==> src/rtl/vst_pkg.sv <==
// Shared types and constants for the volume server table.
// Depends on nothing; the top level refers to it by scoped names.
package vst_pkg;

  localparam int unsigned KEY_W    = 32;
  localparam int unsigned SRV_W    = 64;
  localparam int unsigned OP_W     = 2;
  localparam int unsigned STATUS_W = 3;
  localparam int unsigned SLOT_W   = 4;

  // Request data: key in the low bits, then server.
  localparam int unsigned REQ_DATA_W = KEY_W + SRV_W;
  // Response data: status, server, slot, padded to whole bytes.
  localparam int unsigned RSP_BITS   = STATUS_W + SRV_W + SLOT_W;
  localparam int unsigned RSP_DATA_W = ((RSP_BITS + 7) / 8) * 8;

  localparam logic [KEY_W-1:0] EMPTY_KEY = '1;
  localparam logic [SRV_W-1:0] NIL_SRV   = '0;

  typedef enum logic [OP_W-1:0] {
    OP_LOOKUP = 2'd0,
    OP_INSERT = 2'd1,
    OP_REMOVE = 2'd2,
    OP_SPARE  = 2'd3
  } opcode_e;

  typedef enum logic [STATUS_W-1:0] {
    ST_OK       = 3'd0,
    ST_PRESENT  = 3'd1,
    ST_FULL     = 3'd2,
    ST_MISMATCH = 3'd3,
    ST_ABSENT   = 3'd4
  } status_e;

  typedef enum logic [3:0] {
    SQ_IDLE = 4'b0001,
    SQ_SCAN = 4'b0010,
    SQ_LAST = 4'b0100,
    SQ_DONE = 4'b1000
  } seq_state_e;

endpackage

==> src/rtl/volume_server_table_unit.sv <==
// Volume server table: key/server slot table searched linearly per request.
// Depends on vst_pkg (types, status and opcode codes).
//
// Usage:
//   Requests enter on the s_axis channel: tuser carries the opcode (lookup,
//   insert, remove), tdata the volume key and the server identifier. Each
//   request produces exactly one response on the m_axis channel carrying the
//   status, the server of the first matching slot and the slot number.
//   Every request walks all ENTRIES slots through one shared compare unit,
//   one slot read per cycle from the key and server memories. The block
//   takes no new request until the current one has been answered into the
//   output register. The output register holds a response while
//   m_axis_tready is low; a finished search waits for it to drain, and the
//   next request is accepted as soon as the result is parked there.
//   Reset (rst_ni low, asynchronous) clears the per-slot valid bits, so all
//   slots read as empty (all-ones key, nil server) at once; no clearing pass.
module volume_server_table_unit #(
  parameter int unsigned ENTRIES = 16
) (
  input  logic                             clk_i,
  input  logic                             rst_ni,
  input  logic                             s_axis_tvalid,
  output logic                             s_axis_tready,
  // [31:0] volume_key, [95:32] server_ident
  input  logic [vst_pkg::REQ_DATA_W-1:0]   s_axis_tdata,
  // [1:0] opcode
  input  logic [vst_pkg::OP_W-1:0]         s_axis_tuser,
  output logic                             m_axis_tvalid,
  input  logic                             m_axis_tready,
  // [2:0] status, [66:3] found_server, [70:67] slot_index, [71] zero
  output logic [vst_pkg::RSP_DATA_W-1:0]   m_axis_tdata
);

  localparam int unsigned IDX_W = (ENTRIES > 1) ? $clog2(ENTRIES) : 1;
  localparam logic [IDX_W-1:0] LAST_IDX = IDX_W'(ENTRIES - 1);

  // Sequencer and captured request
  vst_pkg::seq_state_e             st_q, st_d;
  vst_pkg::opcode_e                op_q;
  logic [vst_pkg::KEY_W-1:0]       key_q;
  logic [vst_pkg::SRV_W-1:0]       srv_q;
  logic [IDX_W-1:0]                idx_q;

  // Slot storage: memories plus reset-cleared valid bits
  logic [vst_pkg::KEY_W-1:0]       key_mem [ENTRIES];
  logic [vst_pkg::SRV_W-1:0]       srv_mem [ENTRIES];
  logic [ENTRIES-1:0]              valid_q;

  // Registered read port
  logic [vst_pkg::KEY_W-1:0]       rd_key_q;
  logic [vst_pkg::SRV_W-1:0]       rd_srv_q;
  logic [IDX_W-1:0]                rd_idx_q;
  logic                            rd_ent_vld_q;
  logic                            rd_vld_q;

  // Search results
  logic                            hit_q;
  logic [IDX_W-1:0]                hit_idx_q;
  logic [vst_pkg::SRV_W-1:0]       found_q;
  logic                            emp_q;
  logic [IDX_W-1:0]                emp_idx_q;

  // Output register
  logic                            out_vld_q;
  vst_pkg::status_e                out_status_q;
  logic [vst_pkg::SRV_W-1:0]       out_found_q;
  logic [vst_pkg::SLOT_W-1:0]      out_slot_q;

  logic                            req_acc;
  logic                            out_free;
  logic                            finish;
  logic [vst_pkg::KEY_W-1:0]       eff_key;
  logic [vst_pkg::SRV_W-1:0]       eff_srv;
  vst_pkg::status_e                status_d;
  logic [IDX_W-1:0]                slot_d;
  logic [IDX_W+vst_pkg::SLOT_W-1:0] slot_ext;
  logic                            ins_we;
  logic                            rem_clr;

  assign s_axis_tready = (st_q == vst_pkg::SQ_IDLE);
  assign req_acc       = s_axis_tvalid && s_axis_tready;
  assign out_free      = !out_vld_q || m_axis_tready;
  assign finish        = (st_q == vst_pkg::SQ_DONE) && out_free;

  // Sequencer: walk the slots, drain the last compare, then answer.
  always_comb begin
    st_d = st_q;
    case (st_q)
      vst_pkg::SQ_IDLE: if (req_acc) st_d = vst_pkg::SQ_SCAN;
      vst_pkg::SQ_SCAN: if (idx_q == LAST_IDX) st_d = vst_pkg::SQ_LAST;
      vst_pkg::SQ_LAST: st_d = vst_pkg::SQ_DONE;
      vst_pkg::SQ_DONE: if (out_free) st_d = vst_pkg::SQ_IDLE;
      default:          st_d = vst_pkg::SQ_IDLE;
    endcase
  end

  always_ff @(posedge clk_i or negedge rst_ni) begin
    if (!rst_ni) begin
      st_q     <= vst_pkg::SQ_IDLE;
      idx_q    <= '0;
      rd_vld_q <= 1'b0;
    end else begin
      st_q     <= st_d;
      rd_vld_q <= (st_q == vst_pkg::SQ_SCAN);
      if (req_acc) begin
        idx_q <= '0;
      end else if (st_q == vst_pkg::SQ_SCAN && idx_q != LAST_IDX) begin
        idx_q <= idx_q + 1'b1;
      end
    end
  end

  // Capture the request
  always_ff @(posedge clk_i) begin
    if (req_acc) begin
      op_q  <= vst_pkg::opcode_e'(s_axis_tuser);
      key_q <= s_axis_tdata[vst_pkg::KEY_W-1:0];
      srv_q <= s_axis_tdata[vst_pkg::REQ_DATA_W-1:vst_pkg::KEY_W];
    end
  end

  // Memories: one write port (insert), one registered read port (scan)
  always_ff @(posedge clk_i) begin
    if (ins_we) begin
      key_mem[emp_idx_q] <= key_q;
    end
    rd_key_q <= key_mem[idx_q];
  end

  always_ff @(posedge clk_i) begin
    if (ins_we) begin
      srv_mem[emp_idx_q] <= srv_q;
    end
    rd_srv_q <= srv_mem[idx_q];
  end

  always_ff @(posedge clk_i) begin
    rd_idx_q     <= idx_q;
    rd_ent_vld_q <= valid_q[idx_q];
  end

  // Valid bits: set on insert, drop on remove; a clear slot reads as empty.
  always_ff @(posedge clk_i or negedge rst_ni) begin
    if (!rst_ni) begin
      valid_q <= '0;
    end else begin
      if (ins_we)  valid_q[emp_idx_q] <= 1'b1;
      if (rem_clr) valid_q[hit_idx_q] <= 1'b0;
    end
  end

  // Shared compare unit: one slot per cycle, keep the first hit and first empty.
  assign eff_key = rd_ent_vld_q ? rd_key_q : vst_pkg::EMPTY_KEY;
  assign eff_srv = rd_ent_vld_q ? rd_srv_q : vst_pkg::NIL_SRV;

  always_ff @(posedge clk_i or negedge rst_ni) begin
    if (!rst_ni) begin
      hit_q <= 1'b0;
      emp_q <= 1'b0;
    end else if (req_acc) begin
      hit_q <= 1'b0;
      emp_q <= 1'b0;
    end else if (rd_vld_q) begin
      if (!hit_q && eff_key == key_q)              hit_q <= 1'b1;
      if (!emp_q && eff_key == vst_pkg::EMPTY_KEY) emp_q <= 1'b1;
    end
  end

  always_ff @(posedge clk_i) begin
    if (req_acc) begin
      found_q   <= vst_pkg::NIL_SRV;
      hit_idx_q <= '0;
      emp_idx_q <= '0;
    end else if (rd_vld_q) begin
      if (!hit_q && eff_key == key_q) begin
        found_q   <= eff_srv;
        hit_idx_q <= rd_idx_q;
      end
      if (!emp_q && eff_key == vst_pkg::EMPTY_KEY) begin
        emp_idx_q <= rd_idx_q;
      end
    end
  end

  // Decide the outcome and the table update
  always_comb begin
    status_d = hit_q ? vst_pkg::ST_OK : vst_pkg::ST_ABSENT;
    slot_d   = hit_idx_q;
    ins_we   = 1'b0;
    rem_clr  = 1'b0;
    case (op_q)
      vst_pkg::OP_INSERT: begin
        if (found_q != vst_pkg::NIL_SRV) begin
          status_d = vst_pkg::ST_PRESENT;
        end else if (!emp_q) begin
          status_d = vst_pkg::ST_FULL;
          slot_d   = '0;
        end else begin
          status_d = vst_pkg::ST_OK;
          slot_d   = emp_idx_q;
          ins_we   = finish;
        end
      end
      vst_pkg::OP_REMOVE: begin
        if (found_q != srv_q) begin
          status_d = vst_pkg::ST_MISMATCH;
        end else if (!hit_q) begin
          status_d = vst_pkg::ST_ABSENT;
        end else begin
          status_d = vst_pkg::ST_OK;
          rem_clr  = finish;
        end
      end
      default: ;
    endcase
  end

  // Report only the low bits of the slot number
  assign slot_ext = {{vst_pkg::SLOT_W{1'b0}}, slot_d};

  // Output register: hold the response until the receiver takes it.
  always_ff @(posedge clk_i or negedge rst_ni) begin
    if (!rst_ni) begin
      out_vld_q <= 1'b0;
    end else if (finish) begin
      out_vld_q <= 1'b1;
    end else if (m_axis_tready) begin
      out_vld_q <= 1'b0;
    end
  end

  always_ff @(posedge clk_i) begin
    if (finish) begin
      out_status_q <= status_d;
      out_found_q  <= found_q;
      out_slot_q   <= slot_ext[vst_pkg::SLOT_W-1:0];
    end
  end

  assign m_axis_tvalid = out_vld_q;
  assign m_axis_tdata  = vst_pkg::RSP_DATA_W'({out_slot_q, out_found_q, out_status_q});

  // Checks

  // The answer step is reached only after the last slot has been compared.
  a_done_after_last: assert property (@(posedge clk_i) disable iff (!rst_ni)
    (st_q == vst_pkg::SQ_DONE && $past(st_q) != vst_pkg::SQ_DONE)
      |-> $past(st_q) == vst_pkg::SQ_LAST)
    else $error("answer step entered without draining the last compare");

  // No compare is in flight when a new request is taken.
  a_idle_no_compare: assert property (@(posedge clk_i) disable iff (!rst_ni)
    req_acc |-> !rd_vld_q)
    else $error("request taken while a compare is still pending");

  // Searching for the empty key: the first empty slot is also a hit.
  a_empty_key_hits: assert property (@(posedge clk_i) disable iff (!rst_ni)
    (st_q == vst_pkg::SQ_DONE && key_q == vst_pkg::EMPTY_KEY && emp_q)
      |-> (hit_q && hit_idx_q == emp_idx_q))
    else $error("empty key search disagrees with first empty slot");

  // A full table never reports a slot.
  a_full_slot_zero: assert property (@(posedge clk_i) disable iff (!rst_ni)
    (out_vld_q && out_status_q == vst_pkg::ST_FULL) |-> out_slot_q == '0)
    else $error("table full response carries a slot number");

endmodule
==> config.mk <==
export PLATFORM = sky130hd
export DESIGN_NAME = volume_server_table_unit
export DESIGN_NICKNAME = d
export VERILOG_FILES = /design/src/rtl/vst_pkg.sv /design/src/rtl/volume_server_table_unit.sv
export SDC_FILE = /design/constraint.sdc
export NUM_CORES = 2
export LEC_CHECK = 0
export BUFFER_PORTS_ARGS = -buffer_cell sky130_fd_sc_hd__buf_4
export CORE_MARGIN = 5
export CORE_UTILIZATION = 40
export DETAILED_ROUTE_END_ITERATION = 16
export PLACE_DENSITY = 0.64
export RECOVER_POWER = 25
export SETUP_SLACK_MARGIN = 0.02
export SLEW_MARGIN = 15
export SYNTH_ARGS = -nofsm -noshare
export SYNTH_HDL_FRONTEND = slang
export SYNTH_SLANG_ARGS = --single-unit
==> constraint.sdc <==
create_clock -name clk_i -period 9.82 [get_ports clk_i]
set_input_delay 0.982 -clock clk_i [delete_from_list [all_inputs] [get_ports clk_i]]
set_output_delay 0.982 -clock clk_i [all_outputs]
set_load 0.01 [all_outputs]
After elaboration in Yosys (flattened, before gate mapping) --
Memory sizes are Yosys's and may differ from the RTL's. A register that Yosys moved wholly into a read port is not among the register bits. Index checks and enable logic that the tools add are counted.
Word-level totals: flip-flop bits (word level) 274, bits in writable memories 1536, bits of input ports 102, word-level logic and storage cells 105, memories kept 2
Operators by class: add/sub/neg operators 1, magnitude comparators 5, eq/ne operators 14, multiplexer cells 40, bitwise operators 3, reductions and logical operators 22
Memory list:
- srv_mem | words 16, bits a word 64, rd ports 1, clocked after memory_dff 1, write ports 1, RTL line volume_server_table_unit.sv:46 | logic [vst_pkg::SRV_W-1:0] srv_mem [ENTRIES];
- key_mem | words 16, bits a word 32, rd ports 1, clocked after memory_dff 1, write ports 1, RTL line volume_server_table_unit.sv:45 | logic [vst_pkg::KEY_W-1:0] key_mem [ENTRIES];
Operators with widths (number):
- $mux W64 | 1
- $ne A64 B64 Y1 | 1
- $reduce_bool A64 Y1 | 1
- $eq A32 B32 Y1 | 1
- $eq A32 B32 Y1 const B | 1
- $mux W16 | 2
- $mux W32 | 1
- $mux W4 | 8
- $mux W1 | 19
- $and A16 B16 Y16 | 1
- $not A16 Y16 | 1
- $or A16 B16 Y16 | 1
- $pmux W4 S4 | 1
- $lt A4 B5 Y1 const B | 3
- $reduce_bool A2 Y1 | 5
- $demux W1 S4 | 2
- $eq A4 B4 Y1 const B | 2
- $ge A4 B1 Y1 const B | 2
- $reduce_and A2 Y1 | 4
- $logic_and A1 B1 Y1 | 7
- $mux W3 | 2
- $pmux W3 S2 | 1
- $add A4 B1 Y4 const B | 1
- $bmux W1 S4 | 1
- 12 further kinds | 16

Depth between registers and ports, before layout --
depth after elaboration 9, depth in mapped cells 11

Worst setup path after synthesis --
No wires, ideal clock.
path type flip-flop to flip-flop, start register st_q[1], end memory key_mem[10][0] in the netlist's numbering (enable), library setup time 0.466 ns, data arrival time 7.609 ns, required time 9.354 ns, setup slack 1.745 ns, cell stages (with the launch flop) 7, buffers on the path 1, period minus slack after synthesis 8.075 ns, cell sequence dfrtp_1 > or4b_2 > nor2_1 > nand2_1 > clkbuf_1 > nor3_1 > and2_1
On the way: cells in the longest elaborated chain, start to end 7
Ends and longest elaborated chain:
- start: declaration | RTL line volume_server_table_unit.sv:38 | vst_pkg::seq_state_e st_q, st_d;
- start signal: assignment | RTL line volume_server_table_unit.sv:99 | st_q <= vst_pkg::SQ_IDLE;
- start signal: assignment | RTL line volume_server_table_unit.sv:103 | st_q <= st_d;
- $eq A4 B4 Y1 | RTL line volume_server_table_unit.sv:83 | assign finish = (st_q == vst_pkg::SQ_DONE) && out_free;
- $logic_and A1 B1 Y1 | RTL line volume_server_table_unit.sv:83
- via finish | RTL line volume_server_table_unit.sv:71 | logic finish;
- $mux W1 | RTL line volume_server_table_unit.sv:195 | end else if (!emp_q) begin
- $mux W1 | RTL line volume_server_table_unit.sv:193 | if (found_q != vst_pkg::NIL_SRV) begin
- $mux W1 | RTL line volume_server_table_unit.sv:191 | case (op_q)
- $mux W1 | RTL line volume_server_table_unit.sv:124 | if (ins_we) begin
- $mux W1 (implied by the code) | RTL line volume_server_table_unit.sv:125 | key_mem[emp_idx_q] <= key_q;
- end: declaration | RTL line volume_server_table_unit.sv:45
The timed path passes the listed nets, and every way through them passes these cells.

Worst setup path after layout --
start register found_q[20] in the netlist's numbering, end memory srv_mem[15][33] in the netlist's numbering (enable)
On the way: cells in the longest elaborated chain, start to end 5
Ends and longest elaborated chain:
- start: declaration | RTL line volume_server_table_unit.sv:59 | logic [vst_pkg::SRV_W-1:0] found_q;
- start signal: assignment | RTL line volume_server_table_unit.sv:171 | found_q <= vst_pkg::NIL_SRV;
- start signal: assignment | RTL line volume_server_table_unit.sv:176 | found_q <= eff_srv;
- $reduce_bool A64 Y1 | RTL line volume_server_table_unit.sv:193
- $mux W1 | RTL line volume_server_table_unit.sv:193
- $mux W1 | RTL line volume_server_table_unit.sv:191
- $mux W1 | RTL line volume_server_table_unit.sv:131 | if (ins_we) begin
- $mux W1 (implied by the code) | RTL line volume_server_table_unit.sv:132 | srv_mem[emp_idx_q] <= srv_q;
- end: declaration | RTL line volume_server_table_unit.sv:46
No other way between the ends.

==> flow_summary.toml <==
[run_status]
status = "complete, but fails checks"
violations = "max-capacitance violations, max-slew violations"

[sta]
slew_violations = 60
setup-violations-final = 0
tightest_slew_ns = 2.04
hold_viol_final = 0
fin_tns_setup_ns = 0
rsz0062_at_grt = "no"
relSlewSlack = -0.358
min_period_ns = 5.16
fin_crit_sh = 0.525
fmax_mhz = 194
fin_worst_skew_ns = 0.0418

[setup_path]
worst-setup-path-type = "flip-flop to flip-flop"
critPathSlowestCell = "and2_4"
cp.arrival_ns = 5.60
max_stage_delay_ns = 1.10
crit_required_ns = 10.27
crit_chain = "nor4_1, nand4_1, nor4_2, and2_1, and2_4, buf_4"
critical_path_buf_inv_count = 1
cp_max_fo = 57
endpoint_kind = "flip-flop"
crit_family = "simple AND/OR/NAND/NOR gates"
critPathLaunchType = "flip-flop"

[detailed_routing]
ant_nets = 0
viasPerCell = 5.62
dr_total_vias = 33700
drtIter0Drc = 3827
drt-pass1-iter-count = 5
routed_wl_mm = 175
drc_errors = 0
wl_per_cell_um = 29.3

[clock_network]
hold_buffers = 0
cts_made_buffers = 187
postCtsSetupBuffers = 0
clk_pin_slew_ns = 0.06
htreeDepth = 4
clock_latency_ns = 0.84
root_buffer = "clkbuf_16"
cts_max_path_buffers = 3
cts_tree = "yes"
clock_sinks = 1906
post_cts_resized = 0

[min_path]
hold_class = "input pin to flip-flop"

[floorplanning]
num_io_pins = 176
start_util = 0.403
rows = 154
die_w_um = 432
chipHeight_um = 432
die_area_um2 = 186000
core_um2 = 176000

[power]
p_leak_nw = 24.7
p_comb_frac = 0.137
powerDensity_nw_per_um2 = 246
power_switching_mw = 5.18
p_int_mw = 14.8
pwr-share-seq = 0.509
swShare = 0.259
power_mw = 20.0
p_clk_frac = 0.354
ir_worst_vdd_mv = 0.189

[yosys]
synthFlopType = "edfxtp_1"
syn_area_per_cell_um2 = 22.0
async_flop_share = 0.0147
yosysSeqAreaShare = 0.778
ys_ff_latch = 1906
syn_inst = 3234
netlist_area_um2 = 71200
synth_cell_types = 53
synth_edf_count = 1705
ys.warnings.count = 0
synth_nets = 3339

[cells_and_area]
areaGrowthSynthToFinish_pct = 14.3
final_cell_mix = "edfxtp_1, mux4_2, clkbuf_16"
finalNetCount = 3585
drive_above_1_share = 0.277
layoutNonFillerInstCount = 5988
multi_input_area_um2 = 15100
layout_commonest_cell = "edfxtp_1"
register_area_um2 = 55400
nFillCells = 14600
fin_area_um2 = 81300

[global_routing]
grt-ovfl-total = 0
grt_start_max_net_pins = 132
antenna_found_initial = 4
grt_pass1_wl_mm = 252
grt_pass1_vias = 34600
grt_usage = 0.188

[run]
maxCapViolCount = 2

[placement]
place_congestion = 0.844
dp_cells = 5631
hpwlAfterDp_mm = 103
placedInstanceArea_um2 = 75300
port_buffers = 174
[final timing paths]
| path | from | end | slack (ns) | cells past startpoint |
|---|---|---|---|---|
| setup / recovery | found_q[20]$_SDFFE_PP0P_ | srv_mem[15][33]$_DFFE_PP_ | 4.66 | 6 |
| hold / removal | s_axis_tdata[72] | srv_q[40]$_DFFE_PP_ | 0.34 | 1 |
| setup reg to reg | found_q[20]$_SDFFE_PP0P_ | srv_mem[15][33]$_DFFE_PP_ | 4.66 | 6 |
| hold reg to reg | rd_idx_q[3]$_DFF_P_ | hit_idx_q[3]$_SDFFE_PP0P_ | 0.49 | 2 |
| max in group asynchronous | rst_ni | idx_q[1]$_DFFE_PN0P_ | 7.68 | 1 |
| min in group asynchronous | rst_ni | m_axis_tvalid$_DFFE_PN0P_ | 0.72 | 1 |
[stage by stage]
stage | worst slack, ns | hold slack (ns) | utilization
2_1_floorplan | 1.75 | 0.345 | -
3_3_place_gp | 4.66 | 0.464 | 0.427
3_5_place_dp | 4.66 | 0.474 | 0.427
4_1_cts | 4.65 | 0.0662 | 0.462
5_1_grt | 4.52 | 0.289 | 0.461
6_report | 4.66 | 0.344 | 0.461
[power by group through the flow]
stage | clock, mW | combinational, mW | sequential [mW]
floorplan | 0 | 1.99 | 9.95
global placement | 0 | 2.80 | 10.4
detailed placement | 0 | 2.82 | 10.4
CTS | 7.23 | 2.82 | 10.2
global route | 7.59 | 2.93 | 10.2
finish | 7.08 | 2.74 | 10.2
[cell usage after synthesis (all sizes together) (6+ instances only)]
| library cell | instances | area [um^2] |
|---|---|---|
| nor4 | 30 | 188 |
| dfrtp | 27 | 676 |
| and2 | 22 | 138 |
| nand2 | 85 | 319 |
| a21oi | 108 | 541 |
| or4 | 67 | 507 |
| nand4 | 38 | 238 |
| xnor2 | 69 | 604 |
| buf | 36 | 176 |
| clkbuf | 148 | 556 |
| a32oi | 6 | 67.6 |
| nor2 | 20 | 75.1 |
| inv | 14 | 52.6 |
| nand2b | 23 | 144 |
| o31ai | 68 | 510 |
| nor2b | 13 | 81.3 |
| nor3 | 28 | 140 |
| nor3b | 11 | 82.6 |
| o21ai | 7 | 35.0 |
| mux4 | 485 | 10900 |
| edfxtp | 1705 | 51200 |
| dfxtp | 173 | 3460 |
[worst reg2reg max path, cell delays in order (launching register included)]
cell and delay (ns):
dfxtp_1 0.35, nor4_1 0.58, nand4_1 0.26, nor4_2 0.74, and2_1 0.93, and2_4 1.11
buf_4 0.76
[state kept, by name, summed over array words and instances, names as in the netlist, 32 cells and up]
register and flops:
out_found_q 64, rd_srv_q 64, srv_mem 1024, rd_key_q 32, key_mem 512, found_q 64, key_q 32, srv_q 64
[metal layers]
layer,part of all wire,vias to the layer above,global-route usage
met1,0.40,18000,0.249
met2,0.49,1307,0.304
met5,0,-,0
met3,0.067,291,0.0369
met4,0.047,0,0.0828
li1,-,14100,-
[area by class of cell]
class	count	share of cell area
clock inverter	100	0.0119
tap	2340	0.0360
multi-input combinational	1130	0.185
clock buffer	254	0.0637
timing repair buffer	241	0.0214
inverter	14	0.000646
antenna	3	0.0000923
sequential	1906	0.681
[kinds of logic after synthesis]
| logic type | count (synthesis) | synth area share |
|---|---|---|
| AND/OR/NAND/NOR | 349 | 0.0280 |
| XOR/XNOR | 74 | 0.00911 |
| other | 1 | 0.0000527 |
| flip-flops | 1906 | 0.778 |
| AO/OA/AOI/OAI | 213 | 0.0191 |
| buffers and inverters | 198 | 0.0110 |
| adder cells (fa/ha/maj) | 3 | 0.000528 |
| multiplexers | 490 | 0.154 |
Power figures use the tool's default switching activity.
